File: config.mk
export PLATFORM = sky130hd
export DESIGN_NAME = fptk_div
export DESIGN_NICKNAME = d
export VERILOG_FILES = /design/src/sv/fptk_pkg.sv /design/src/sv/fptk_div.sv
export SDC_FILE = /design/constraint.sdc
export NUM_CORES = 1
export LEC_CHECK = 0
export BUFFER_PORTS_ARGS = -buffer_cell sky130_fd_sc_hd__buf_2
export CAP_MARGIN = 15
export CORE_ASPECT_RATIO = 0.5
export CORE_MARGIN = 2
export CORE_UTILIZATION = 35
export CTS_CLUSTER_DIAMETER = 50
export DETAILED_ROUTE_END_ITERATION = 6
export PLACE_DENSITY = 0.54
export SYNTH_ARGS = -nofsm -noshare
export SYNTH_HDL_FRONTEND = slang
export SYNTH_SLANG_ARGS = --single-unit
File: constraint.sdc
create_clock -name clk -period 4.9 [get_ports clk]
set_input_delay 0.49 -clock clk [delete_from_list [all_inputs] [get_ports clk]]
set_output_delay 0.49 -clock clk [all_outputs]
set_load 0.1 [all_outputs]
File: src/sv/fptk_pkg.sv
// Shared package of the fixed-point track filter: payload words, operation and
// register codes, reset values and the saturating arithmetic helpers.
// No dependencies.
package fptk_pkg;

	// Fixed-point scale of velocities and covariance entries. It must be a power of two.
	localparam int UNIT = 256;
	localparam int UNIT_LOG2 = $clog2(UNIT);
	localparam int HALF_UNIT = UNIT / 2;

	localparam int NUM_TRACKS_DEF = 16;
	localparam int TRACK_W = 4;
	localparam int DIV_W = 64;

	localparam int CFG_IDX_W = 2;
	localparam int CFG_DATA_W = 16;

	localparam logic [1:0] FUNC_PREDICT = 2'd0;
	localparam logic [1:0] FUNC_CORRECT = 2'd1;
	localparam logic [1:0] FUNC_INIT = 2'd2;

	localparam logic [CFG_IDX_W-1:0] CFG_PNOISE = 2'd0;
	localparam logic [CFG_IDX_W-1:0] CFG_MNOISE = 2'd1;
	localparam logic [CFG_IDX_W-1:0] CFG_EXPIRE = 2'd2;

	localparam logic [15:0] PNOISE_RST = 16'd256;
	localparam logic [15:0] MNOISE_RST = 16'd25;
	localparam logic [7:0] EXPIRE_RST = 8'd2;

	typedef struct packed {
		logic [1:0] func;
		logic [TRACK_W-1:0] track;
		logic signed [15:0] meas_x;
		logic signed [15:0] meas_y;
	} req_t;

	typedef struct packed {
		logic signed [15:0] pos_x;
		logic signed [15:0] pos_y;
		logic signed [31:0] vel_x;
		logic signed [31:0] vel_y;
		logic live;
		logic expired;
		logic singular;
		logic [15:0] age_out;
		logic [7:0] missed_out;
		logic [15:0] seen_out;
	} rsp_t;

	// Per-track record kept in one memory word.
	typedef struct packed {
		logic signed [15:0] pos_x;
		logic signed [15:0] pos_y;
		logic signed [31:0] vel_x;
		logic signed [31:0] vel_y;
		logic [15:0] age;
		logic [7:0] missed;
		logic [15:0] seen;
	} rec_t;

	// Saturate a 65-bit sum or difference to 64 bits.
	function automatic logic signed [63:0] sat64(input logic signed [64:0] v);
		logic signed [63:0] r;
		if (v[64] != v[63]) begin
			r = v[64] ? {1'b1, 63'd0} : {1'b0, {63{1'b1}}};
		end else begin
			r = v[63:0];
		end
		return r;
	endfunction

	function automatic logic signed [31:0] c32(input logic signed [65:0] v);
		logic signed [31:0] r;
		if (v > 66'sh0_7FFF_FFFF) begin
			r = 32'sh7FFF_FFFF;
		end else if (v < -66'sh0_8000_0000) begin
			r = 32'sh8000_0000;
		end else begin
			r = v[31:0];
		end
		return r;
	endfunction

	function automatic logic signed [15:0] c16(input logic signed [33:0] v);
		logic signed [15:0] r;
		if (v > 34'sh7FFF) begin
			r = 16'sh7FFF;
		end else if (v < -34'sh8000) begin
			r = 16'sh8000;
		end else begin
			r = v[15:0];
		end
		return r;
	endfunction

	// Limit of the position step taken in one correction.
	function automatic logic signed [17:0] clamp_step(input logic signed [63:0] v);
		logic signed [17:0] r;
		if (v > 64'sd70000) begin
			r = 18'sd70000;
		end else if (v < -64'sd70000) begin
			r = -18'sd70000;
		end else begin
			r = v[17:0];
		end
		return r;
	endfunction

	// Division by UNIT, truncating toward zero.
	function automatic logic signed [63:0] trunc_unit(input logic signed [63:0] x);
		logic signed [63:0] b;
		b = x + (x[63] ? $signed(64'(UNIT - 1)) : 64'sd0);
		return b >>> UNIT_LOG2;
	endfunction

endpackage

File: src/sv/fptk_div.sv
// Restoring signed divider, one quotient bit per cycle, truncating toward zero.
// Depends on fptk_pkg.
module fptk_div (
	input logic clk,
	input logic arst_n,
	input logic start,
	input logic signed [fptk_pkg::DIV_W-1:0] num,
	input logic signed [fptk_pkg::DIV_W-1:0] den,
	output logic busy,
	output logic done,
	output logic signed [fptk_pkg::DIV_W:0] quot
);
	import fptk_pkg::*;

	localparam int CNT_W = $clog2(DIV_W);

	logic busy_q, done_q, neg_q;
	logic [CNT_W-1:0] cnt_q;
	logic [DIV_W-1:0] rem_q, quo_q, den_q;
	logic [DIV_W:0] shifted, diff;

	assign shifted = {rem_q, quo_q[DIV_W-1]};
	assign diff = shifted - {1'b0, den_q};

	always_ff @(posedge clk or negedge arst_n) begin
		if (!arst_n) begin
			busy_q <= 1'b0;
			done_q <= 1'b0;
			cnt_q <= '0;
		end else begin
			done_q <= 1'b0;
			if (start) begin
				busy_q <= 1'b1;
				cnt_q <= '0;
			end else if (busy_q) begin
				cnt_q <= cnt_q + 1'b1;
				if (cnt_q == CNT_W'(DIV_W - 1)) begin
					busy_q <= 1'b0;
					done_q <= 1'b1;
				end
			end
		end
	end

	always_ff @(posedge clk) begin
		if (start) begin
			quo_q <= num[DIV_W-1] ? DIV_W'(-num) : num;
			den_q <= den[DIV_W-1] ? DIV_W'(-den) : den;
			rem_q <= '0;
			neg_q <= num[DIV_W-1] ^ den[DIV_W-1];
		end else if (busy_q) begin
			rem_q <= diff[DIV_W] ? shifted[DIV_W-1:0] : diff[DIV_W-1:0];
			quo_q <= {quo_q[DIV_W-2:0], ~diff[DIV_W]};
		end
	end

	assign busy = busy_q;
	assign done = done_q;
	assign quot = neg_q ? -$signed({1'b0, quo_q}) : $signed({1'b0, quo_q});
endmodule

==> qor.yml, run 1 <==
outcome:
  run_status: "completed"
finish:
  fin_nets: 2250
  post-route-cell-area_mm2: 0.0185
  drive_gt1_share_pct: 15.5
  area_delta_synth_final_pct: 17.8
  n_antenna_cell: 0
  fin_cells: 2658
place:
  gp_congestion: 0.887
  dpl_cell_area_mm2: 0.0174
  io_buffer_count: 197
  hpwl_um: 32500
  dp.cells: 2600
  place_ws_ns: -0.0222
critical_path:
  worstSetupPathType: "flop to output port"
  critPathMaxFanout: 5
  worst_setup_path_end_kind: "output port"
  startpoint_type: "flop"
  arrival_ns: 4.25
  crit_required_ns: 4.41
pwr:
  pwr-share-clk_pct: 21.9
  power_switching_mw: 4.19
  p_leak_nw: 7.24
  ir_worst_vdd_mv: 0.217
  p_per_area_mw_per_mm2: 487
  swShare_pct: 46.6
  share_seq_of_total_power_pct: 27.3
  power_mw: 9.00
  combPwrFrac_pct: 50.8
  p_int_mw: 4.81
timing:
  slew_viol_final: 0
  clock_skew_ns: 0.0167
  finalSetupViolations: 0
  finalHoldViolations: 0
  slew_headroom_pct: 24.7
  min_period_ns: 4.74
  max_freq_mhz: 211
  finalWorstSetupSlack_ns: 0.162
  fin_crit_sh_pct: 96.7
  tightestPinTransition_ns: 1.12
  rsz0062_at_grt: "no"
route:
  routed_wl_um: 43900
  drt-wirelength-per-cell_um: 16.5
  first_pass_iters: 5
  drcViolationCount: 0
  vias_per_cell: 5.36
  ant_nets: 0
  num_vias: 14244
  first_iter_violations: 1057
logic_synthesis:
  ys_seq_elements: 201
  synthesis.area_mm2: 0.0157
  ys_seq_area_share_pct: 34.2
  avgSynthCellArea_um2: 8.34
  yosysUniqueCellTypes: 77
  synth_fp_nets: 2079
  yosys_warnings: 0
  ys_async_sr_fraction_pct: 3.98
  synth_edf_count: 129
  synth_cells: 1879
  synth-main-ff-cell: "edfxtp_1"
floorplan:
  die_area_mm2: 0.0466
  die_h_um: 154
  core-area_mm2: 0.0438
  initial_utilization_pct: 35.7
  rows: 54
  ios: 198
  die_x_um: 303
grt:
  grt_antenna_before_repair: 0
  grt_pass1_wl_um: 71300
  grt_use_total_pct: 18.6
  grt_overflow_total: 0
  grt_max_degree: 175
  grt_pass1_vias: 13663
clocking:
  cts_buffers: 27
  max-clock-path-buffers: 3
  clk_latency_ns: 0.55
  htree_levels: 1
  clk_pin_slew_worst_paths_ns: 0.06
  cts_tree: "built"
  cts.sinks: 201
  clock-root-buffer: "clkbuf_16"
job:
  max-cap-violations: 0
hold_path:
  hp-class: "input pin to flop"
## final timing paths
| check | start | endpoint | slack [ns] | cells after the start |
|---|---|---|---|---|
| min in group asynchronous | arst_n | cnt_q[1] | 0.32 | 2 |
| worst max-delay path | quo_q[14] | quot[61] | 0.16 | 11 |
| max in group asynchronous | arst_n | busy | 4.39 | 2 |
| worst min-delay path | den[0] | den_q[0] | 0.15 | 1 |
| worst min register to register | rem_q[42] | rem_q[43] | 0.49 | 2 |
| worst max register to register | quo_q[63] | rem_q[12] | 0.52 | 14 |
## routing by layer
| layer | global-route usage [%] | wire [µm] | vias up | part of all wire [%] |
|---|---|---|---|---|
| li1 | - | - | 7186 | - |
| met1 | 25.9 | 21100 | 6740 | 48 |
| met2 | 30.6 | 20200 | 259 | 46 |
| met3 | 2.44 | 1720 | 59 | 3.9 |
| met4 | 4.06 | 927 | 0 | 2.1 |
| met5 | 0 | 0 | - | 0 |
## through the flow
step | utilization [%] | setup TNS, ns | hold slack, ns
2_1_floorplan | - | 0 | 0.194
3_3_place_gp | 39.7 | 0 | 0.344
3_5_place_dp | 39.7 | -0.0323 | 0.346
4_1_cts | 42.1 | -0.00439 | 0.118
5_1_grt | 42.1 | 0 | 0.127
6_report | 42.1 | 0 | 0.154
## synthesized netlist by cell type (12+ instances only)
| library cell | number | share of area [%] |
|---|---|---|
| nand2_1 | 208 | 5.0 |
| nor2_1 | 174 | 4.2 |
| xnor2_1 | 161 | 9.0 |
| a21oi_1 | 159 | 5.1 |
| edfxtp_1 | 129 | 25 |
| o21ai_0 | 118 | 3.8 |
| inv_1 | 99 | 2.4 |
| clkbuf_1 | 87 | 2.1 |
| xor2_1 | 83 | 4.6 |
| ha_1 | 68 | 5.4 |
| dfxtp_1 | 64 | 8.2 |
| o31ai_1 | 61 | 2.9 |
| a311oi_1 | 45 | 2.5 |
| or3_1 | 38 | 1.5 |
| nand3_1 | 28 | 0.89 |
| or4_1 | 28 | 1.3 |
| nand4_1 | 27 | 1.1 |
| a21o_1 | 26 | 1.2 |
| o41ai_1 | 23 | 1.3 |
| nand2b_1 | 21 | 0.84 |
| nor3_1 | 16 | 0.51 |
| nor4_1 | 15 | 0.60 |
| nor2b_1 | 14 | 0.56 |
| o21a_1 | 13 | 0.62 |
| o21bai_1 | 13 | 0.62 |
| o211ai_1 | 12 | 0.57 |
## power groups by stage
stage | sequential, mW | clock (mW) | combinational [mW]
2_1_floorplan | 2.40 | 0 | 3.52
3_3_place_gp | 2.48 | 0 | 4.52
3_5_place_dp | 2.49 | 0 | 4.51
4_1_cts | 2.46 | 2.03 | 4.55
5_1_grt | 2.51 | 2.10 | 4.99
6_report | 2.46 | 1.97 | 4.57
## logic make-up (layout without fill, tap and decap cells)
kind of cell / count (synthesis) / in the layout / share of synthesized area [%]
AOI/OAI and AO/OA: 536 / 536 / 22.1
muxes: 9 / 9 / 0.591
DFF: 201 / 201 / 34.2
and+or+nand+nor: 626 / 626 / 19.3
adders and majority gates: 69 / 69 / 5.56
xor gates and xnor gates: 244 / 244 / 13.6
buffers and inverters: 194 / 385 / 4.69
## flip-flops by register name (all words and copies together), names as in the netlist
signal	count
quo_q	64
den_q	64
rem_q	64
neg_q	1
done	1
cnt_q	6
busy	1
## critical path: stages, from the launching register on
cell and delay, ns:
edfxtp_1 0.45, or4_1 0.54, or4_1 0.52, nor2_4 0.17, nand4_1 0.16, or3_4 0.38, or2_4 0.26, nand2b_4 0.16
or4_4 0.49, o31ai_4 0.22, xnor2_2 0.16, buf_12 0.20
## layout by cell type (no fill, tap or decap), types with 9 or more instances in the layout
cell type	count
edfxtp_1	129
a21o_1	26
a32oi_1	9
xnor2_1	159
inv_1	98
or3_1	37
o31ai_1	60
a311oi_1	45
nor4_1	15
buf_4	39
o41ai_1	23
ha_1	68
nand2_1	207
dfxtp_1	64
nand4_1	27
nor2b_1	14
o21bai_1	13
or2_2	9
xor2_1	83
nand2b_1	20
nand3_1	28
o211ai_1	12
or4_1	25
a21oi_1	159
clkbuf_16	27
a31oi_1	10
nor2_1	172
and3_1	10
buf_2	186
o21ai_0	117
o21a_1	13
nor3_1	16
## timing repair
item / CTS / global route
resized for setup: 15 / 7
hold buffers: 1 / 0
pin swaps: 5 / 2
endpoints found under the hold margin: 8 / 0
setup buffers: 8 / 0
endpoints found under the setup margin: 3 / 7
## area by class of cell
class,count,area (µm²)
timing repair buffer,237,1430
tap,588,736
multi-input combinational,1484,9670
inverter,99,372
fill,4418,25400
sequential,201,5360
clock buffer,35,766
clock inverter,14,123
Note: power is estimated with default switching activity, not from simulation.
==> inputs of run 2 (changes only) <==
==> constraint.sdc (replaced) <==
create_clock -name clk -period 5.85 [get_ports clk]
set_input_delay 0.585 -clock clk [delete_from_list [all_inputs] [get_ports clk]]
set_output_delay 0.585 -clock clk [all_outputs]
set_load 0.1 [all_outputs]
==> run 2 against run 1 <==
Against the previous run: setup slack improved by 0.16 ns; largest power group unchanged; highest routed layer unchanged; via count barely moved; power fell by 15%; sequential share of layout area rose by 0.42 points; largest cell class unchanged.
==> qor.yml, run 2 (same netlist as run 1, synthesis figures left out) <==
place:
  gp_congestion: 0.880  # -0.73%
  dp.cells: 2586  # -0.54%
  io_buffer_count: 197  # unchanged
  hpwl_um: 32600  # +0.24%
grt:
  grt_pass1_vias: 13660  # -0.022%
  grt_antenna_before_repair: 0  # unchanged
  grt.busiest_layer: "met2"
  grt_max_degree: 99  # -43%
  grt_use_met2_pct: 30.8  # +0.21 points
  grt_use_met1_pct: 25.5  # -0.36 points
  grt_pass1_wl_um: 71100  # -0.35%
  grt_use_total_pct: 18.4  # -0.11 points
  met3_usage_pct: 2.92  # +0.48 points
  grt_overflow_total: 0  # unchanged
finish:
  area_delta_synth_final_pct: 16.1
  reg_top3: "den_q (64), quo_q (64), rem_q (64)"
  fin_cells: 2641  # -0.64%
  n_antenna_cell: 0  # unchanged
  final_common_cell: "nand2_1"
  fin_nets: 2230  # -0.89%
  layout_common_cells: "nand2_1, buf_2, nor2_1"
  drive_gt1_share_pct: 14.2  # -1.3 points
timing:
  clock_skew_ns: 0.0114  # -0.00531 ns
  slew_viol_final: 0  # unchanged
  timing.hold.ws_ns: 0.229  # +0.0750 ns
  min_period_ns: 5.53
  fin_crit_sh_pct: 94.5
  finalSetupViolations: 0  # unchanged
  max_freq_mhz: 181
  finalHoldViolations: 0  # unchanged
  tns_ns: 0  # unchanged
  tightestPinTransition_ns: 1.01  # -0.110 ns
  slew_headroom_pct: 32.6  # +7.8 points
  rsz0062_at_grt: "no"
critical_path:
  startpoint_type: "flop"
  worst_path_dominant_cell_family: "simple AND/OR/NAND/NOR gates"
  cp_num_buf_inv: 2  # +1
  crit_chain: "or4_1, or4_1, nor4_2, buf_4, nand4_1, or3_1, or2_2, nand2b_1, or4_1, o31ai_1, xnor2_1, clkbuf_4"
  r2r_end: "rem_q[46]"
  max_stage_delay_ns: 0.60  # +0.06 ns
  r2r_start: "quo_q[63]"
  arrival_ns: 4.95  # +0.70 ns
  path_common_cell: "or4_1"
  worst_setup_path_end_kind: "output port"
  worstSetupPathType: "flop to output port"
  critPathMaxFanout: 9  # +4
  reg2reg_slack_ns: 1.35  # +0.83 ns
  crit_required_ns: 5.27  # +0.86 ns
  rr_worst_depth: 15  # +1
  crit_path_top_delay_cell: "or4_1"
route:
  first_iter_violations: 991  # -6.2%
  drt-wirelength-per-cell_um: 16.7  # +0.99%
  num_vias: 14249  # +0.035%
  drcViolationCount: 0  # unchanged
  routed_wl_um: 44100  # +0.35%
  ant_nets: 0  # unchanged
  first_pass_iters: 5  # unchanged
  vias_per_cell: 5.40  # +0.68%
hold_path:
  hp-class: "input pin to flop"
  hold_depth: 1  # unchanged
  min_to: "den_q[0]"
  min-delay-start: "den[0]"
pwr:
  ir_worst_vdd_mv: 0.223  # +3.0%
  p_per_area_mw_per_mm2: 419  # -14%
  p_leak_nw: 7.10  # -1.9%
floorplan:
  rows: 54  # unchanged
  ios: 198  # unchanged
  die_h_um: 154  # unchanged
  die_x_um: 303  # unchanged
  initial_utilization_pct: 35.7  # unchanged
  die_area_mm2: 0.0466  # unchanged
  core-area_mm2: 0.0438  # unchanged
outcome:
  run_status: "completed"
clocking:
  htree_levels: 1  # unchanged
  cts.sinks: 201  # unchanged
  clock-root-buffer: "clkbuf_16"
  clk_latency_ns: 0.56  # about the same
  clk_pin_slew_worst_paths_ns: 0.06  # about the same
  cts_buffers: 29  # +7.4%
  cts_setup_buffers: 0  # -8
  max-clock-path-buffers: 3  # unchanged
  cts_tree: "built"
job:
  max-cap-violations: 0  # unchanged
-- run 2: power breakdown --
part / switching [mW] / internal, mW
clock network: 0.732 / 1.08
registers: 0.234 / 1.82
logic: 2.56 / 1.20
-- run 2: worst max-delay path by stage --
stage | slack (ns) | end | startpoint | cells after the start
after floorplan | 0.69 | quot[61] | quo_q[17] | 10
final | 0.32 | quot[61] | quo_q[17] | 12
after global placement | 0.75 | den_q[52] | den[1] | 13
after global routing | 0.05 | quot[61] | quo_q[17] | 12
after detailed placement | 0.71 | den_q[52] | den[1] | 13
after CTS | 0.18 | quot[61] | quo_q[17] | 12
-- run 2: final cells by class --
| cell class | instances | area, µm² |
|---|---|---|
| repair buffers | 215 | 1150 |
| well taps | 588 | 736 |
| clock buffers | 33 | 761 |
| clock inverters | 21 | 228 |
| flip-flops and latches | 201 | 5360 |
| fillers | 4495 | 25700 |
| multi-input cells | 1484 | 9590 |
| inverters | 99 | 372 |
-- run 2: metal layers --
layer / wire, µm / up-vias
li1: - / 7164
met1: 21200 / 6763
met2: 20300 / 272
met3: 1970 / 50
met4: 584 / 0
met5: 0 / -
-- run 2: stage by stage --
stage / utilization, % / total power, mW / cell area [µm²] / worst slack, ns
after floorplan: - / 4.95 / 15700 / 0.685
after global placement: 39.2 / 5.81 / 17200 / 0.751
after detailed placement: 39.2 / 5.80 / 17200 / 0.712
after CTS: 41.5 / 7.67 / 18200 / 0.180
after global routing: 41.5 / 8.13 / 18200 / 0.0498
final: 41.5 / 7.62 / 18200 / 0.319
-- run 2: timing repair --
item	CTS	global route
resized for setup	0	2
hold buffers	1	0
setup endpoints to repair	0	2
endpoints found under the hold margin	8	0
==> inputs of run 3 (changes only) <==
==> constraint.sdc (replaced) <==
create_clock -name clk -period 5.85 [get_ports clk]
set_input_delay 1.17 -clock clk [delete_from_list [all_inputs] [get_ports clk]]
set_output_delay 1.17 -clock clk [all_outputs]
set_load 0.1 [all_outputs]
==> run 3 against run 2 <==
Against the previous run: cell count increased by 0.15%; combinational power about the same; critical path depth decreased by 1; sequential share of layout area decreased by 0.19 points; non-clock buffer count increased by 6; first-iteration DRC count increased by 4.7%; fmax decreased by 3.2%; sequential power about the same; count of clock-buffer cells in the layout increased by 7; largest cell class unchanged; largest power group unchanged; setup slack got worse by 0.18 ns.
==> qor.yml, run 3 (same netlist as run 1, synthesis figures left out) <==
finish:
  layout_common_cells: "nand2_1, buf_2, nor2_1"
  fin_nets: 2235  # +0.22%
  post-route-cell-area_mm2: 0.0183  # +0.63%
  final_common_cell: "nand2_1"
  drive_gt1_share_pct: 14.8  # +0.56 points
  reg_top3: "den_q (64), quo_q (64), rem_q (64)"
  area_delta_synth_final_pct: 16.8
  n_antenna_cell: 0  # unchanged
hold_path:
  hp-class: "input pin to asynchronous set/reset pin"
grt:
  grt_antenna_before_repair: 0  # unchanged
  grt_pass1_vias: 13561  # -0.72%
  grt_max_degree: 170  # +72%
  grt_pass1_wl_um: 71000  # -0.14%
  grt_overflow_total: 0  # unchanged
  grt_use_total_pct: 18.4  # about the same
clocking:
  clk_latency_ns: 0.56  # about the same
  htree_levels: 1  # unchanged
  cts_tree: "built"
  clk_pin_slew_worst_paths_ns: 0.06  # about the same
  max-clock-path-buffers: 3  # unchanged
  clock-root-buffer: "clkbuf_16"
  cts.sinks: 201  # unchanged
  cts_buffers: 28  # -3.4%
  ctsHoldBuffers: 0  # -1
critical_path:
  arrival_ns: 4.54  # -0.41 ns
  startpoint_type: "flop"
  max_stage_delay_ns: 0.57  # -0.03 ns
  reg2reg_slack_ns: 1.52  # +0.17 ns
  worstSetupPathType: "flop to output port"
  crit_chain: "or4_4, or4_4, nor4_4, nand4_1, or3_4, or2_2, nand2b_1, or4_4, o31ai_2, xnor2_1, buf_12"
  cp_num_buf_inv: 1  # -1
  rr_worst_depth: 15  # unchanged
  worst_path_dominant_cell_family: "simple AND/OR/NAND/NOR gates"
  crit_required_ns: 4.68  # -0.59 ns
  r2r_start: "quo_q[63]"
  worst_setup_path_end_kind: "output port"
  path_common_cell: "or4_4"
  critPathMaxFanout: 4  # -5
  r2r_end: "rem_q[24]"
  crit_path_top_delay_cell: "or4_4"
route:
  vias_per_cell: 5.37  # -0.52%
  routed_wl_um: 43900  # -0.30%
  first_iter_violations: 1038  # +4.7%
  first_pass_iters: 5  # unchanged
  drcViolationCount: 0  # unchanged
  ant_nets: 0  # unchanged
  drt-wirelength-per-cell_um: 16.6  # -0.45%
  num_vias: 14196  # -0.37%
timing:
  slew_headroom_pct: 38.9  # +6.4 points
  finalHoldViolations: 0  # unchanged
  min_period_ns: 5.71  # +0.181 ns
  finalSetupViolations: 0  # unchanged
  tightestPinTransition_ns: 0.916  # -0.0954 ns
  clock_skew_ns: 0.0269  # +0.0155 ns
  rsz0062_at_grt: "yes"
  timing.hold.ws_ns: 0.452  # +0.224 ns
  max_freq_mhz: 175  # -3.2%
  fin_crit_sh_pct: 97.6  # +3.1 points
  slew_viol_final: 0  # unchanged
pwr:
  p_per_area_mw_per_mm2: 413  # -1.3%
  p_leak_nw: 7.15  # +0.72%
  ir_worst_vdd_mv: 0.216  # -3.3%
  power_mw: 7.57  # -0.66%
floorplan:
  die_x_um: 303  # unchanged
  ios: 198  # unchanged
  die_area_mm2: 0.0466  # unchanged
  initial_utilization_pct: 35.7  # unchanged
  rows: 54  # unchanged
  die_h_um: 154  # unchanged
  core-area_mm2: 0.0438  # unchanged
place:
  io_buffer_count: 197  # unchanged
  gp_congestion: 0.868  # -1.4%
  dpl_cell_area_mm2: 0.0172  # +0.35%
  hpwl_um: 32000  # -1.6%
job:
  max-cap-violations: 0  # unchanged
outcome:
  run_status: "completed"
## run 3: through the flow
stage               utilization (%)    TNS, ns  std cells  worst slack [ns]
global route                   41.7  -0.000888       2645         -0.000888
global placement               39.3          0       2588             0.262
CTS                            41.6          0       2642            0.0184
finish                         41.7          0       2645             0.138
floorplan                         -          0       1879             0.100
detailed placement             39.3          0       2588             0.209
## run 3: worst max-delay path by stage
stage | from | to | slack [ns] | cells past startpoint
after floorplan | quo_q[17] | quot[61] | 0.10 | 10
after global placement | den[1] | den_q[52] | 0.26 | 13
after detailed placement | den[0] | den_q[52] | 0.21 | 13
after CTS | quo_q[17] | quot[61] | 0.02 | 11
after global routing | quo_q[18] | quot[61] | -0.0009 | 11
final | quo_q[17] | quot[61] | 0.14 | 11
## run 3: worst register-to-register path, stage by stage, from the launching register on
cell	delay (ns)
edfxtp_1	0.48
inv_1	0.10
ha_1	0.19
fa_1	0.20
nand2b_1	0.17
a21oi_1	0.12
o21a_1	0.24
a31oi_1	0.55
a211oi_1	0.23
o2111a_1	0.33
or3_1	0.33
buf_4	0.21
nand2_2	0.08
buf_4	0.54
nand2_1	0.16
a311oi_1	0.30
## run 3: area by class of cell
class,count,area (µm²)
fillers,4433,25500
multi-input cells,1484,9630
flip-flops and latches,201,5360
repair buffers,221,1240
clock buffers,40,860
well taps,588,736
inverters,99,372
clock inverters,12,106
## run 3: where the power goes
part           switching (mW)  total, mW  internal (mW)
Clock                   0.707       1.74           1.04
Combinational            2.55       3.76           1.21
Sequential              0.244       2.06           1.82
## run 3: what timing repair did
action                                  4_1_cts  5_1_grt
gates cloned                                  0        0
endpoints found under the setup margin        3        6
pin swaps                                     1        0
setup buffers                                 2        2
resized for setup                             4        7
## run 3: routing by layer
metal	wire, µm	part of all wire, %	vias up	GRT usage, %
li1	-	-	7160	-
met1	21300	48	6722	25.8
met2	20000	46	266	30.3
met3	1850	4.2	48	2.61
met4	772	1.8	0	3.68
met5	0	0	-	0
