[src/sv/fptk_ram.sv]
// Generic single-write, single-read memory with a registered read port.
// No dependencies.
module fptk_ram #(
	parameter int WIDTH = 32,
	parameter int DEPTH = 16
) (
	input logic clk,
	input logic we,
	input logic [((DEPTH > 1) ? $clog2(DEPTH) : 1)-1:0] waddr,
	input logic [WIDTH-1:0] wdata,
	input logic [((DEPTH > 1) ? $clog2(DEPTH) : 1)-1:0] raddr,
	output logic [WIDTH-1:0] rdata
);
	logic [WIDTH-1:0] mem_q [DEPTH];

	always_ff @(posedge clk) begin
		if (we) begin
			mem_q[waddr] <= wdata;
		end
		rdata <= mem_q[raddr];
	end
endmodule

[config.mk]
export PLATFORM = sky130hd
export DESIGN_NAME = fptk_ram
export DESIGN_NICKNAME = d
export VERILOG_FILES = /design/src/sv/fptk_ram.sv
export SDC_FILE = /design/constraint.sdc
export NUM_CORES = 1
export LEC_CHECK = 0
export BUFFER_PORTS_ARGS = -buffer_cell sky130_fd_sc_hd__clkbuf_2
export CORE_AREA = 2 2 185 187
export CTS_CLUSTER_SIZE = 14
export DETAILED_ROUTE_END_ITERATION = 6
export DIE_AREA = 0 0 187 189
export HOLD_SLACK_MARGIN = 0.08
export PLACE_DENSITY = 0.75
export SYNTH_ARGS = -nofsm -noshare
export SYNTH_HDL_FRONTEND = slang
export SYNTH_SLANG_ARGS = --single-unit
[constraint.sdc]
create_clock -name clk -period 5.35 [get_ports clk]
set_input_delay 1.07 -clock clk [delete_from_list [all_inputs] [get_ports clk]]
set_output_delay 1.07 -clock clk [all_outputs]
set_load 0.02 [all_outputs]
==> results of run 1 <==
==> stage by stage <==
step	power, W	util, %	cell area, um^2	instances	worst slack (ns)
6_report	0.008780	67.94	22610	1437	2.487
5_1_grt	0.009029	67.94	22610	1437	2.404
4_1_cts	0.008830	67.94	22610	1437	2.541
3_5_place_dp	0.005326	62.92	20940	1341	2.019
3_3_place_gp	0.005313	62.92	20940	1341	2.011
2_1_floorplan	0.005141	-	19850	838	1.100
==> how the worst max path moves through the flow <==
stage | cells past startpoint | end
6_report | 4 | mem_q[4][29]$_DFFE_PP_
5_1_grt | 5 | rdata[12]$_DFF_P_
4_1_cts | 5 | rdata[12]$_DFF_P_
3_5_place_dp | 4 | mem_q[10][24]$_DFFE_PP_
3_3_place_gp | 4 | mem_q[4][26]$_DFFE_PP_
2_1_floorplan | 2 | mem_q[0][0]$_DFFE_PP_
==> where the power goes <==
group | internal [W] | switching [W] | total, W
combinational | 0.000170 | 0.000270 | 0.000440
sequential | 0.00476 | 0.0000296 | 0.00479
clock | 0.00208 | 0.00147 | 0.00355
total | 0.00701 | 0.00177 | 0.00878
==> per-layer routing <==
| metal | wire length [um] | global-route usage [%] | vias up |
|---|---|---|---|
| met5 | 14 | 0 | - |
| met4 | 1059 | 6.899 | 2 |
| met3 | 3555 | 4.152 | 75 |
| met2 | 19740 | 37.55 | 474 |
| met1 | 15950 | 33.94 | 4853 |
| li1 | - | - | 3787 |
==> Yosys cell counts, drive strengths merged <==
cell type	count	area [um^2]
nor2b	2	12.51
and2	1	6.260
mux4	128	2883
or3b	1	8.760
nand3	1	5.000
dfxtp	32	640.6
a22oi	64	480.5
edfxtp	512	15370
nor3	4	20.02
nand3b	2	15.01
nor2	13	48.80
nand2b	2	12.51
nand2	33	123.9
clkbuf	17	63.81
buf	26	158.9
==> worst min-delay path: stages, from the launching register on <==
cell and delay, ns:
edfxtp_1 0.32, mux4_2 0.22, a22oi_1 0.06, nand2_1 0.05
==> cell type report <==
cell class	count	area [um^2]
sequential	544	16020
fill	2012	10670
tap	448	560.5
multi-input combinational	251	3750
clock buffer	70	1440
clock inverter	26	231.5
timing repair buffer	98	614.3
==> cell usage in the layout (no fill, tap or decap), drive strengths merged, types with 4 or more instances in the layout <==
cell        n
bufinv      4
nor3        4
a22oi      64
edfxtp    512
clkbuf    142
buf        26
nor2       13
nand2      33
clkinv     18
dfxtp      32
clkinvlp    4
mux4      128
==> registers in the layout (all words and copies together) (netlist names) <==
| register | count |
|---|---|
| mem_q | 512 |
| rdata | 32 |
==> logic make-up (layout without fill, tap and decap cells) <==
| logic type | count (synthesis) | after routing | synth area share [%] |
|---|---|---|---|
| flip-flops | 544 | 544 | 80.67 |
| multiplexers | 128 | 128 | 14.52 |
| AO/OA/AOI/OAI | 64 | 64 | 2.420 |
| AND/OR/NAND/NOR | 59 | 59 | 1.273 |
| buffers and inverters | 43 | 194 | 1.122 |
==> impl_results.html, run 1 <==
<table>
<tr><th>Metric</th><th>Value</th></tr>
<tr><th colspan="2">Run status</th></tr>
<tr><td>Status</td><td>finished clean</td></tr>
<tr><th colspan="2">Clocking</th></tr>
<tr><td>H-tree levels</td><td>2</td></tr>
<tr><td>Skew-Pair Late Insertion Delay</td><td>0.55 ns</td></tr>
<tr><td>CTS clock-pin slew for the worst setup and hold paths</td><td>0.06 ns</td></tr>
<tr><td>Sink count of the clock tree</td><td>544</td></tr>
<tr><td>TritonCTS buffer count</td><td>52</td></tr>
<tr><td>Number of hold buffers added after cts</td><td>0</td></tr>
<tr><td>Number of buffers on the longest clock path</td><td>3</td></tr>
<tr><td>Number of cells upsized or downsized after cts</td><td>0</td></tr>
<tr><td>Root buffer cell</td><td>clkbuf_16</td></tr>
<tr><td>Number of buffers inserted by post-CTS setup repair</td><td>0</td></tr>
<tr><td>Clock tree from TritonCTS</td><td>built</td></tr>
<tr><th colspan="2">Hold path</th></tr>
<tr><td>Hold path startpoint</td><td>mem_q[12][4]$_DFFE_PP_</td></tr>
<tr><td>Hold/Removal Path Class</td><td>flop to flop</td></tr>
<tr><td>Worst hold path cell count</td><td>3</td></tr>
<tr><td>Hold endpoint</td><td>rdata[4]$_DFF_P_</td></tr>
<tr><th colspan="2">Floorplanning</th></tr>
<tr><td>Chip width</td><td>187 um</td></tr>
<tr><td>Area of the die</td><td>35340 um^2</td></tr>
<tr><td>Initial core utilization</td><td>59.66%</td></tr>
<tr><td>Io pins</td><td>74</td></tr>
<tr><td>Std-Cell Rows</td><td>67</td></tr>
<tr><td>Die height</td><td>189 um</td></tr>
<tr><td>Core Region</td><td>33280 um^2</td></tr>
<tr><th colspan="2">Worst setup path</th></tr>
<tr><td>Kind of start point of the critical path</td><td>primary input</td></tr>
<tr><td>Arr. time, crit path</td><td>3.10 ns</td></tr>
<tr><td>Ordered cell list for the critical path</td><td>clkbuf_2 &gt; nand3b_1 &gt; nor3_2 &gt; buf_12</td></tr>
<tr><td>Critical-path top delay cell</td><td>nor3_2</td></tr>
<tr><td>Data required time at the worst endpoint</td><td>5.59 ns</td></tr>
<tr><td>CP bufs+invs</td><td>2</td></tr>
<tr><td>FF-to-FF setup slack</td><td>3.96 ns</td></tr>
<tr><td>Highest fanout seen on the critical path</td><td>24</td></tr>
<tr><td>FF-to-FF Start</td><td>mem_q[2][19]$_DFFE_PP_</td></tr>
<tr><td>Crit path launch</td><td>waddr[3]</td></tr>
<tr><td>CP top delay family</td><td>simple AND/OR/NAND/NOR gates</td></tr>
<tr><td>Nature of the critical path endpoint</td><td>flop</td></tr>
<tr><td>Startpoint-to-endpoint class of the critical path</td><td>primary input to flop</td></tr>
<tr><td>Maximum cell stage delay along the critical path</td><td>1.12 ns</td></tr>
<tr><td>Endpoint of the lowest-slack register-to-register path</td><td>rdata[19]$_DFF_P_</td></tr>
<tr><td>Count of cells along the worst register-to-register path</td><td>3</td></tr>
<tr><th colspan="2">Global routing</th></tr>
<tr><td>Number of antenna violations at the first check in global routing</td><td>1</td></tr>
<tr><td>Overflow left after global routing</td><td>0</td></tr>
<tr><td>Wire length of the first global-routing pass</td><td>60.24 mm</td></tr>
<tr><td>Largest net degree at the start of global routing</td><td>76</td></tr>
<tr><td>Vias in the first global route</td><td>9336</td></tr>
<tr><td>Global-route usage over all layers</td><td>23.43%</td></tr>
<tr><th colspan="2">Yosys</th></tr>
<tr><td>Per-instance average area after synthesis</td><td>23.69 um^2</td></tr>
<tr><td>Number of synthesized register bits</td><td>544</td></tr>
<tr><td>Net Count, Synth</td><td>880</td></tr>
<tr><td>Netlist cell types</td><td>18</td></tr>
<tr><td>Cells after synthesis</td><td>838</td></tr>
<tr><td>Post-synthesis instance area</td><td>19850 um^2</td></tr>
<tr><td>Sequential area share after synthesis</td><td>80.67%</td></tr>
<tr><td>Yosys synthesis warning count</td><td>0</td></tr>
<tr><th colspan="2">Routing</th></tr>
<tr><td>Routed WL per cell</td><td>28.06 um</td></tr>
<tr><td>DRT antenna net count</td><td>0</td></tr>
<tr><td>Iter 0 DRT Violations</td><td>1041</td></tr>
<tr><td>Drt drc</td><td>0</td></tr>
<tr><td>DR vias/cell</td><td>6.396</td></tr>
<tr><td>Number of search-and-repair iterations in the first detailed-routing pass</td><td>5</td></tr>
<tr><td>Wire length reported by the detailed router</td><td>40.32 mm</td></tr>
<tr><td>Vias</td><td>9191</td></tr>
<tr><th colspan="2">Timing</th></tr>
<tr><td>Hold Violations, Final</td><td>0</td></tr>
<tr><td>Unrepaired setup endpoints after global routing</td><td>false</td></tr>
<tr><td>Post-Route Setup TNS</td><td>0 ns</td></tr>
<tr><td>Worst hold slack across all endpoints</td><td>0.6675 ns</td></tr>
<tr><td>Tcrit/Tclk final</td><td>53.51%</td></tr>
<tr><td>Number of setup violations in the final report</td><td>0</td></tr>
<tr><td>Least-Margin Pin Slew</td><td>1.298 ns</td></tr>
<tr><td>Clock period minus final worst setup slack</td><td>2.863 ns</td></tr>
<tr><td>Worst slew slack as a fraction of its limit</td><td>13.00%</td></tr>
<tr><td>Layout Skew</td><td>0.007383 ns</td></tr>
<tr><td>Max frequency</td><td>349.3 MHz</td></tr>
<tr><td>Count of pins over their slew limit</td><td>0</td></tr>
<tr><th colspan="2">Placed design</th></tr>
<tr><td>Routability-driven placement congestion ratio</td><td>0.7230</td></tr>
<tr><td>Number of port buffers</td><td>73</td></tr>
<tr><td>Detailed placement HPWL</td><td>20.50 mm</td></tr>
<tr><th colspan="2">Pwr</th></tr>
<tr><td>Static Leak</td><td>7.294 nW</td></tr>
<tr><td>Power density over the cells</td><td>388.3 nW/um^2</td></tr>
<tr><td>Peak ir drop on the vdd network</td><td>0.2763 mV</td></tr>
<tr><th colspan="2">Cells and area</th></tr>
<tr><td>Total inserted antenna cells</td><td>0</td></tr>
<tr><td>Share of cells above drive strength 1</td><td>32.76%</td></tr>
<tr><td>Net count, final</td><td>989</td></tr>
<tr><td>Area growth from synthesis to layout</td><td>13.89%</td></tr>
<tr><th colspan="2">Flow run</th></tr>
<tr><td>Max Cap Viol</td><td>0</td></tr>
</table>
Note: power is estimated with default switching activity, not from simulation.
==> run 2, diff against run 1 <==
- clock period: 5.35 -> 3 ns (I/O delays scaled with it)
==> run 2 against run 1 <==
Clock power is 80% higher. Utilization is 0.89 points higher. Cell count is 2.1% higher. Largest cell class unchanged. Combinational power is 85% higher. Power is 79% higher. Global-route usage is 0.64 points higher. Critical path depth stayed put.
==> impl_results.html, run 2 (synthesis gave the netlist of run 1 again) <==
<table>
<tr><th>Metric</th><th>Value</th></tr>
<tr><th colspan="2">Placed design</th></tr>
<tr><td>Post-Place Cell Area</td><td>21220 um^2 (was 20940 um^2)</td></tr>
<tr><td>Routability-driven placement congestion ratio</td><td>0.8074 (was 0.7230)</td></tr>
<tr><td>Number of port buffers</td><td>73 (unchanged)</td></tr>
<tr><td>Detailed placement HPWL</td><td>22.83 mm (was 20.50 mm)</td></tr>
<tr><th colspan="2">Cells and area</th></tr>
<tr><td>Final-layout fill cell count</td><td>1990 (was 2012)</td></tr>
<tr><td>Area growth from synthesis to layout</td><td>15.38% (was 13.89%)</td></tr>
<tr><td>Register ranked first by flip-flop count</td><td>mem_q (unchanged)</td></tr>
<tr><td>Net count, final</td><td>1015 (was 989)</td></tr>
<tr><td>Commonest non-fill, non-tap cells in the layout</td><td>edfxtp_1, mux4_2, clkbuf_2, a22oi_1, clkbuf_16 (unchanged)</td></tr>
<tr><td>Largest register FFs</td><td>512 (unchanged)</td></tr>
<tr><td>Biggest regs</td><td>mem_q (512), rdata (32) (unchanged)</td></tr>
<tr><td>Final core area utilization</td><td>68.83% (was 67.94%)</td></tr>
<tr><td>Share of cells above drive strength 1</td><td>33.82% (was 32.76%)</td></tr>
<tr><td>Most frequent standard cell in the layout excluding fill and tap cells</td><td>edfxtp_1 (unchanged)</td></tr>
<tr><td>Final instance area</td><td>22910 um^2 (was 22610 um^2)</td></tr>
<tr><th colspan="2">Floorplanning</th></tr>
<tr><td>Area of the die</td><td>35340 um^2 (unchanged)</td></tr>
<tr><td>Std-Cell Rows</td><td>67 (unchanged)</td></tr>
<tr><td>Io pins</td><td>74 (unchanged)</td></tr>
<tr><td>Core Region</td><td>33280 um^2 (unchanged)</td></tr>
<tr><td>Chip width</td><td>187 um (unchanged)</td></tr>
<tr><td>Initial core utilization</td><td>59.66% (unchanged)</td></tr>
<tr><td>Die height</td><td>189 um (unchanged)</td></tr>
<tr><th colspan="2">Routing</th></tr>
<tr><td>DR vias/cell</td><td>6.278 (was 6.396)</td></tr>
<tr><td>Wire length reported by the detailed router</td><td>41.20 mm (was 40.32 mm)</td></tr>
<tr><td>Vias</td><td>9210 (was 9191)</td></tr>
<tr><td>Drt drc</td><td>0 (unchanged)</td></tr>
<tr><td>Routed WL per cell</td><td>28.08 um (was 28.06 um)</td></tr>
<tr><td>DRT antenna net count</td><td>0 (unchanged)</td></tr>
<tr><td>Iter 0 DRT Violations</td><td>1122 (was 1041)</td></tr>
<tr><td>Number of search-and-repair iterations in the first detailed-routing pass</td><td>5 (unchanged)</td></tr>
<tr><th colspan="2">Worst setup path</th></tr>
<tr><td>CP bufs+invs</td><td>2 (unchanged)</td></tr>
<tr><td>Ordered cell list for the critical path</td><td>clkbuf_2 &gt; or3b_2 &gt; nor3_4 &gt; buf_4 (was clkbuf_2 &gt; nand3b_1 &gt; nor3_2 &gt; buf_12)</td></tr>
<tr><td>FF-to-FF Start</td><td>mem_q[2][0]$_DFFE_PP_ (was mem_q[2][19]$_DFFE_PP_)</td></tr>
<tr><td>Critical-path top delay cell</td><td>or3b_2 (was nor3_2)</td></tr>
<tr><td>Highest fanout seen on the critical path</td><td>21 (was 24)</td></tr>
<tr><td>Arr. time, crit path</td><td>1.97 ns (was 3.10 ns)</td></tr>
<tr><td>Nature of the critical path endpoint</td><td>flop (unchanged)</td></tr>
<tr><td>Count of cells along the worst register-to-register path</td><td>3 (unchanged)</td></tr>
<tr><td>Startpoint-to-endpoint class of the critical path</td><td>primary input to flop (unchanged)</td></tr>
<tr><td>Endpoint of the lowest-slack register-to-register path</td><td>rdata[0]$_DFF_P_ (was rdata[19]$_DFF_P_)</td></tr>
<tr><td>FF-to-FF setup slack</td><td>1.58 ns (was 3.96 ns)</td></tr>
<tr><td>Data required time at the worst endpoint</td><td>3.21 ns (was 5.59 ns)</td></tr>
<tr><td>Maximum cell stage delay along the critical path</td><td>0.62 ns (was 1.12 ns)</td></tr>
<tr><td>Number of logic stages on the critical path including buffering</td><td>4 (unchanged)</td></tr>
<tr><td>Kind of start point of the critical path</td><td>primary input (unchanged)</td></tr>
<tr><td>CP top delay family</td><td>simple AND/OR/NAND/NOR gates (unchanged)</td></tr>
<tr><th colspan="2">Pwr</th></tr>
<tr><td>Sw Pwr</td><td>0.003204 W (was 0.001768 W)</td></tr>
<tr><td>Share of power burned in combinational logic</td><td>5.2% (was 5.0%)</td></tr>
<tr><td>Clk network pwr share</td><td>40.5% (was 40.4%)</td></tr>
<tr><td>Static Leak</td><td>7.466 nW (was 7.294 nW)</td></tr>
<tr><td>Power density over the cells</td><td>687.3 nW/um^2 (was 388.3 nW/um^2)</td></tr>
<tr><td>Sw frac</td><td>20.35% (was 20.14%)</td></tr>
<tr><td>Peak ir drop on the vdd network</td><td>0.5030 mV (was 0.2763 mV)</td></tr>
<tr><td>Internal Power</td><td>0.01254 W (was 0.007011 W)</td></tr>
<tr><td>Share of power burned in registers</td><td>54.3% (was 54.6%)</td></tr>
<tr><th colspan="2">Global routing</th></tr>
<tr><td>Number of antenna violations at the first check in global routing</td><td>3 (was 1)</td></tr>
<tr><td>Wire length of the first global-routing pass</td><td>61.82 mm (was 60.24 mm)</td></tr>
<tr><td>Largest net degree at the start of global routing</td><td>32 (was 76)</td></tr>
<tr><td>Vias in the first global route</td><td>9635 (was 9336)</td></tr>
<tr><td>Global-route usage over all layers</td><td>24.07% (was 23.43%)</td></tr>
<tr><td>Overflow left after global routing</td><td>0 (unchanged)</td></tr>
<tr><th colspan="2">Timing</th></tr>
<tr><td>Unrepaired setup endpoints after global routing</td><td>false (unchanged)</td></tr>
<tr><td>Post-Route Setup TNS</td><td>0 ns (unchanged)</td></tr>
<tr><td>Least-Margin Pin Slew</td><td>0.5531 ns (was 1.298 ns)</td></tr>
<tr><td>Worst slew slack as a fraction of its limit</td><td>63.05% (was 13.00%)</td></tr>
<tr><td>Layout Skew</td><td>0.02382 ns (was 0.007383 ns)</td></tr>
<tr><td>Tcrit/Tclk final</td><td>58.71%</td></tr>
<tr><td>Number of setup violations in the final report</td><td>0 (unchanged)</td></tr>
<tr><td>Clock period minus final worst setup slack</td><td>1.761 ns</td></tr>
<tr><td>Max frequency</td><td>567.8 MHz</td></tr>
<tr><td>Count of pins over their slew limit</td><td>0 (unchanged)</td></tr>
<tr><td>Hold Violations, Final</td><td>0 (unchanged)</td></tr>
<tr><th colspan="2">Hold path</th></tr>
<tr><td>Worst hold path cell count</td><td>1 (was 3)</td></tr>
<tr><td>Hold path startpoint</td><td>wdata[30] (was mem_q[12][4]$_DFFE_PP_)</td></tr>
<tr><td>Hold/Removal Path Class</td><td>primary input to flop (was flop to flop)</td></tr>
<tr><td>Hold endpoint</td><td>mem_q[5][30]$_DFFE_PP_ (was rdata[4]$_DFF_P_)</td></tr>
<tr><th colspan="2">Clocking</th></tr>
<tr><td>Number of buffers on the longest clock path</td><td>3 (unchanged)</td></tr>
<tr><td>TritonCTS buffer count</td><td>52 (unchanged)</td></tr>
<tr><td>Number of buffers inserted by post-CTS setup repair</td><td>0 (unchanged)</td></tr>
<tr><td>Sink count of the clock tree</td><td>544 (unchanged)</td></tr>
<tr><td>Clock tree from TritonCTS</td><td>built (unchanged)</td></tr>
<tr><td>Root buffer cell</td><td>clkbuf_16 (unchanged)</td></tr>
<tr><td>Skew-Pair Late Insertion Delay</td><td>0.57 ns (was 0.55 ns)</td></tr>
<tr><td>Number of cells upsized or downsized after cts</td><td>0 (unchanged)</td></tr>
<tr><td>Number of hold buffers added after cts</td><td>0 (unchanged)</td></tr>
<tr><td>H-tree levels</td><td>2 (unchanged)</td></tr>
<tr><td>CTS clock-pin slew for the worst setup and hold paths</td><td>0.06 ns (about the same)</td></tr>
<tr><th colspan="2">Flow run</th></tr>
<tr><td>Max Cap Viol</td><td>0 (unchanged)</td></tr>
<tr><th colspan="2">Run status</th></tr>
<tr><td>Status</td><td>finished clean (unchanged)</td></tr>
</table>
-- run 2: cell types whose count changed in the layout (fill, tap and decap cells not counted), moves of 2 or more --
cell / delta
nor3_4: +4
clkinvlp_4: -2
buf_12: +5
clkbuf_1: +4
nor3_2: -4
clkbuf_8: -2
buf_4: +21
diode_2: +2
clkinv_2: -4
clkinv_1: +4
-- run 2: worst max path at each step --
stage,from,endpoint,slack (ns)
after detailed placement,waddr[0],mem_q[10][4]$_DFFE_PP_,0.68
after CTS,waddr[2],mem_q[0][28]$_DFFE_PP_,1.24
final,waddr[2],mem_q[0][28]$_DFFE_PP_,1.24
after floorplan,waddr[2],mem_q[1][0]$_DFFE_PP_,0.09
after global placement,raddr[0],rdata[24]$_DFF_P_,0.71
after global routing,raddr[0],rdata[18]$_DFF_P_,1.20
-- run 2: area by class of cell --
| type | count | area [um^2] | area share (%) |
|---|---|---|---|
| tap | 448 | 560.5 | 2.447 |
| timing repair buffer | 124 | 872.1 | 3.807 |
| clock inverter | 25 | 227.7 | 0.9940 |
| sequential | 544 | 16020 | 69.91 |
| multi-input combinational | 251 | 3775 | 16.48 |
| clock buffer | 73 | 1453 | 6.341 |
| antenna | 2 | 5.005 | 0.02185 |
-- run 2: power by group through the flow --
stage	combinational, W	sequential, W	clock (W)
2_1_floorplan	0.000409	0.00876	0
3_3_place_gp	0.000799	0.00870	0
3_5_place_dp	0.000815	0.00871	0
4_1_cts	0.000824	0.00855	0.00646
5_1_grt	0.000873	0.00856	0.00675
6_report	0.000815	0.00855	0.00638
-- run 2: per-stage QoR --
| stage | power (W) | setup WS (ns) | cells | hold WS (ns) |
|---|---|---|---|---|
| global placement | 0.009501 | 0.7107 | 1367 | 0.6464 |
| global route | 0.01619 | 1.201 | 1465 | 0.4507 |
| CTS | 0.01584 | 1.245 | 1465 | 0.4021 |
| finish | 0.01574 | 1.239 | 1467 | 0.4276 |
| floorplan | 0.009168 | 0.09197 | 838 | 0.6349 |
| detailed placement | 0.009525 | 0.6763 | 1367 | 0.6518 |
-- run 2: layer usage --
metal	global-route usage, %	share of wire [%]	vias up
met1	34.13	40	4825
li1	-	-	3852
met4	7.265	2.3	2
met2	38.75	49	449
met5	0	0.029	-
met3	4.912	8.3	82
==> run 3, diff against run 2 <==
- CORE_AREA: 2 2 185 187 -> 2 2 193 195
- DIE_AREA: 0 0 187 189 -> 0 0 195 197
- PLACE_DENSITY: 0.75 -> 0.73
- clock period: 3 -> 1.5 ns (I/O delays scaled with it)
==> run 3 against run 2 <==
Cell area grew 2.8%. Count of clock-buffer cells in the layout shrank 6. Critical path depth shrank 3. Power rose by 96%. Via count increased by 2.1%. Sequential cell count unchanged. Largest power group unchanged.
==> impl_results.html, run 3 (synthesis gave the netlist of run 1 again) <==
<table>
<tr><th>Metric</th><th>Value</th></tr>
<tr><th colspan="2">Timing</th></tr>
<tr><td>Worst hold slack across all endpoints</td><td>0.1044 ns (was 0.4276 ns)</td></tr>
<tr><td>Clock period minus final worst setup slack</td><td>1.457 ns</td></tr>
<tr><td>Tcrit/Tclk final</td><td>97.11%</td></tr>
<tr><td>Number of setup violations in the final report</td><td>0 (unchanged)</td></tr>
<tr><td>Least-Margin Pin Slew</td><td>0.9792 ns (was 0.5531 ns)</td></tr>
<tr><td>Hold Violations, Final</td><td>0 (unchanged)</td></tr>
<tr><td>Max frequency</td><td>686.5 MHz</td></tr>
<tr><td>Worst slew slack as a fraction of its limit</td><td>34.58% (was 63.05%)</td></tr>
<tr><td>Unrepaired setup endpoints after global routing</td><td>false (unchanged)</td></tr>
<tr><td>Count of pins over their slew limit</td><td>0 (unchanged)</td></tr>
<tr><td>Layout Skew</td><td>0.01285 ns (was 0.02382 ns)</td></tr>
<tr><th colspan="2">Floorplanning</th></tr>
<tr><td>Initial core utilization</td><td>54.76% (was 59.66%)</td></tr>
<tr><td>Std-Cell Rows</td><td>70 (was 67)</td></tr>
<tr><td>Chip width</td><td>195 um (was 187 um)</td></tr>
<tr><td>Area of the die</td><td>38420 um^2 (was 35340 um^2)</td></tr>
<tr><td>Core Region</td><td>36260 um^2 (was 33280 um^2)</td></tr>
<tr><td>Die height</td><td>197 um (was 189 um)</td></tr>
<tr><td>Io pins</td><td>74 (unchanged)</td></tr>
<tr><th colspan="2">Cells and area</th></tr>
<tr><td>Net count, final</td><td>1055 (was 1015)</td></tr>
<tr><td>Largest register FFs</td><td>512 (unchanged)</td></tr>
<tr><td>Final cell count without fillers</td><td>1519 (was 1467)</td></tr>
<tr><td>Share of cells above drive strength 1</td><td>35.97% (was 33.82%)</td></tr>
<tr><td>Register ranked first by flip-flop count</td><td>mem_q (unchanged)</td></tr>
<tr><td>Biggest regs</td><td>mem_q (512), rdata (32) (unchanged)</td></tr>
<tr><td>Area growth from synthesis to layout</td><td>18.57% (was 15.38%)</td></tr>
<tr><td>Total inserted antenna cells</td><td>0 (was 2)</td></tr>
<tr><td>Commonest non-fill, non-tap cells in the layout</td><td>edfxtp_1, mux4_2, clkbuf_2, a22oi_1, clkbuf_16 (unchanged)</td></tr>
<tr><td>Most frequent standard cell in the layout excluding fill and tap cells</td><td>edfxtp_1 (unchanged)</td></tr>
<tr><th colspan="2">Worst setup path</th></tr>
<tr><td>Maximum cell stage delay along the critical path</td><td>0.37 ns (was 0.62 ns)</td></tr>
<tr><td>CP top delay family</td><td>flip-flops (was simple AND/OR/NAND/NOR gates)</td></tr>
<tr><td>Startpoint-to-endpoint class of the critical path</td><td>flop to primary output (was primary input to flop)</td></tr>
<tr><td>Nature of the critical path endpoint</td><td>primary output (was flop)</td></tr>
<tr><td>Data required time at the worst endpoint</td><td>1.20 ns (was 3.21 ns)</td></tr>
<tr><td>Ordered cell list for the critical path</td><td>clkbuf_4 (was clkbuf_2 &gt; or3b_2 &gt; nor3_4 &gt; buf_4)</td></tr>
<tr><td>Highest fanout seen on the critical path</td><td>1 (was 21)</td></tr>
<tr><td>CP bufs+invs</td><td>1 (was 2)</td></tr>
<tr><td>Critical-path top delay cell</td><td>dfxtp_2 (was or3b_2)</td></tr>
<tr><td>Kind of start point of the critical path</td><td>flop (was primary input)</td></tr>
<tr><td>Arr. time, crit path</td><td>1.16 ns (was 1.97 ns)</td></tr>
<tr><th colspan="2">Routing</th></tr>
<tr><td>Number of search-and-repair iterations in the first detailed-routing pass</td><td>5 (unchanged)</td></tr>
<tr><td>DR vias/cell</td><td>6.192 (was 6.278)</td></tr>
<tr><td>Wire length reported by the detailed router</td><td>42.08 mm (was 41.20 mm)</td></tr>
<tr><td>DRT antenna net count</td><td>0 (unchanged)</td></tr>
<tr><td>Vias</td><td>9405 (was 9210)</td></tr>
<tr><td>Iter 0 DRT Violations</td><td>677 (was 1122)</td></tr>
<tr><td>Routed WL per cell</td><td>27.70 um (was 28.08 um)</td></tr>
<tr><td>Drt drc</td><td>0 (unchanged)</td></tr>
<tr><th colspan="2">Global routing</th></tr>
<tr><td>Largest net degree at the start of global routing</td><td>35 (was 32)</td></tr>
<tr><td>Wire length of the first global-routing pass</td><td>62.71 mm (was 61.82 mm)</td></tr>
<tr><td>GR met3 Demand/Resource</td><td>5.373% (was 4.912%)</td></tr>
<tr><td>Met2 routing resource usage after global routing</td><td>37.67% (was 38.75%)</td></tr>
<tr><td>Overflow left after global routing</td><td>0 (unchanged)</td></tr>
<tr><td>Number of antenna violations at the first check in global routing</td><td>1 (was 3)</td></tr>
<tr><td>Vias in the first global route</td><td>9796 (was 9635)</td></tr>
<tr><td>Global-route usage over all layers</td><td>22.72% (was 24.07%)</td></tr>
<tr><td>Met1 usage in global routing</td><td>31.04% (was 34.13%)</td></tr>
<tr><td>Layer with the highest usage after global routing</td><td>met2 (unchanged)</td></tr>
<tr><th colspan="2">Clocking</th></tr>
<tr><td>Skew-Pair Late Insertion Delay</td><td>0.59 ns (was 0.57 ns)</td></tr>
<tr><td>Number of buffers on the longest clock path</td><td>3 (unchanged)</td></tr>
<tr><td>H-tree levels</td><td>2 (unchanged)</td></tr>
<tr><td>CTS clock-pin slew for the worst setup and hold paths</td><td>0.06 ns (about the same)</td></tr>
<tr><td>TritonCTS buffer count</td><td>51 (was 52)</td></tr>
<tr><td>Clock tree from TritonCTS</td><td>built (unchanged)</td></tr>
<tr><td>Root buffer cell</td><td>clkbuf_16 (unchanged)</td></tr>
<tr><td>Number of buffers inserted by post-CTS setup repair</td><td>0 (unchanged)</td></tr>
<tr><td>Sink count of the clock tree</td><td>544 (unchanged)</td></tr>
<tr><th colspan="2">Placed design</th></tr>
<tr><td>Cells after DPL</td><td>1421 (was 1367)</td></tr>
<tr><td>Detailed placement HPWL</td><td>23.77 mm (was 22.83 mm)</td></tr>
<tr><td>Number of port buffers</td><td>73 (unchanged)</td></tr>
<tr><td>Routability-driven placement congestion ratio</td><td>0.7444 (was 0.8074)</td></tr>
<tr><th colspan="2">Run status</th></tr>
<tr><td>Status</td><td>finished clean (unchanged)</td></tr>
<tr><th colspan="2">Pwr</th></tr>
<tr><td>Power density over the cells</td><td>1314 nW/um^2 (was 687.3 nW/um^2)</td></tr>
<tr><td>Static Leak</td><td>7.716 nW (was 7.466 nW)</td></tr>
<tr><td>Peak ir drop on the vdd network</td><td>1.293 mV (was 0.5030 mV)</td></tr>
<tr><th colspan="2">Hold path</th></tr>
<tr><td>Hold/Removal Path Class</td><td>primary input to flop (unchanged)</td></tr>
<tr><th colspan="2">Flow run</th></tr>
<tr><td>Max Cap Viol</td><td>0 (unchanged)</td></tr>
</table>
==> run 3: changes by cell type in the layout (fill, tap and decap cells not counted), moves of 3 or more <==
| cell | delta |
|---|---|
| dlygate4sd3_1 | +7 |
| dfxtp_1 | -3 |
| clkbuf_4 | +3 |
| dfxtp_2 | +3 |
| clkbuf_2 | -4 |
| clkbuf_16 | -3 |
| buf_12 | +32 |
==> run 3: worst register-to-register path, stage by stage (launching register included) <==
cell and delay [ns]:
edfxtp_1 0.38, mux4_2 0.48, a22oi_1 0.28, nand2_1 0.10
==> run 3: final cells by class <==
type	count	area (um^2)
clock inverters	24	190.2
fillers	2331	12720
flip-flops and latches	544	16020
clock buffers	67	1346
well taps	468	585.6
multi-input cells	251	3795
repair buffers	165	1605
==> run 3: path summary, 6_finish.rpt <==
path	startpoint	to	slack (ns)	cells past startpoint
worst min-delay path	wdata[12]	mem_q[1][12]$_DFFE_PP_	0.10	1
worst min register to register	mem_q[14][0]$_DFFE_PP_	rdata[0]$_DFF_P_	0.67	3
worst max-delay path	rdata[4]$_DFF_P_	rdata[4]	0.04	1
worst max register to register	mem_q[11][8]$_DFFE_PP_	rdata[8]$_DFF_P_	0.13	3
==> run 3: routing by layer <==
metal | wire length [um] | up-vias
li1 | - | 3930
met3 | 3399 | 76
met4 | 849 | 2
met2 | 21310 | 415
met5 | 10 | -
met1 | 16510 | 4982
==> run 3: repair_timing <==
item                                    CTS  global route
gates resized for setup                   6             1
endpoints found under the hold margin    59             0
cloned                                    0             0
hold buffers                              7             0
endpoints found under the setup margin    3             1
==> run 3: power breakdown <==
part           internal (W)  switching [W]
Sequential           0.0170       0.000119
Combinational      0.000783        0.00100
Clock               0.00668        0.00535
==> run 3: per-stage QoR <==
step	TNS, ns	area (um^2)	util, %	total power (W)	setup slack [ns]
after CTS	0	23540	64.92	0.03116	0.003234
after global routing	0	23540	64.92	0.03183	0.002190
final	0	23540	64.92	0.03093	0.04337
after floorplan	-90.81	20060	-	0.01837	-0.5092
after global placement	-49.36	21920	60.46	0.01915	-0.3149
after detailed placement	-56.98	21920	60.46	0.01921	-0.3351
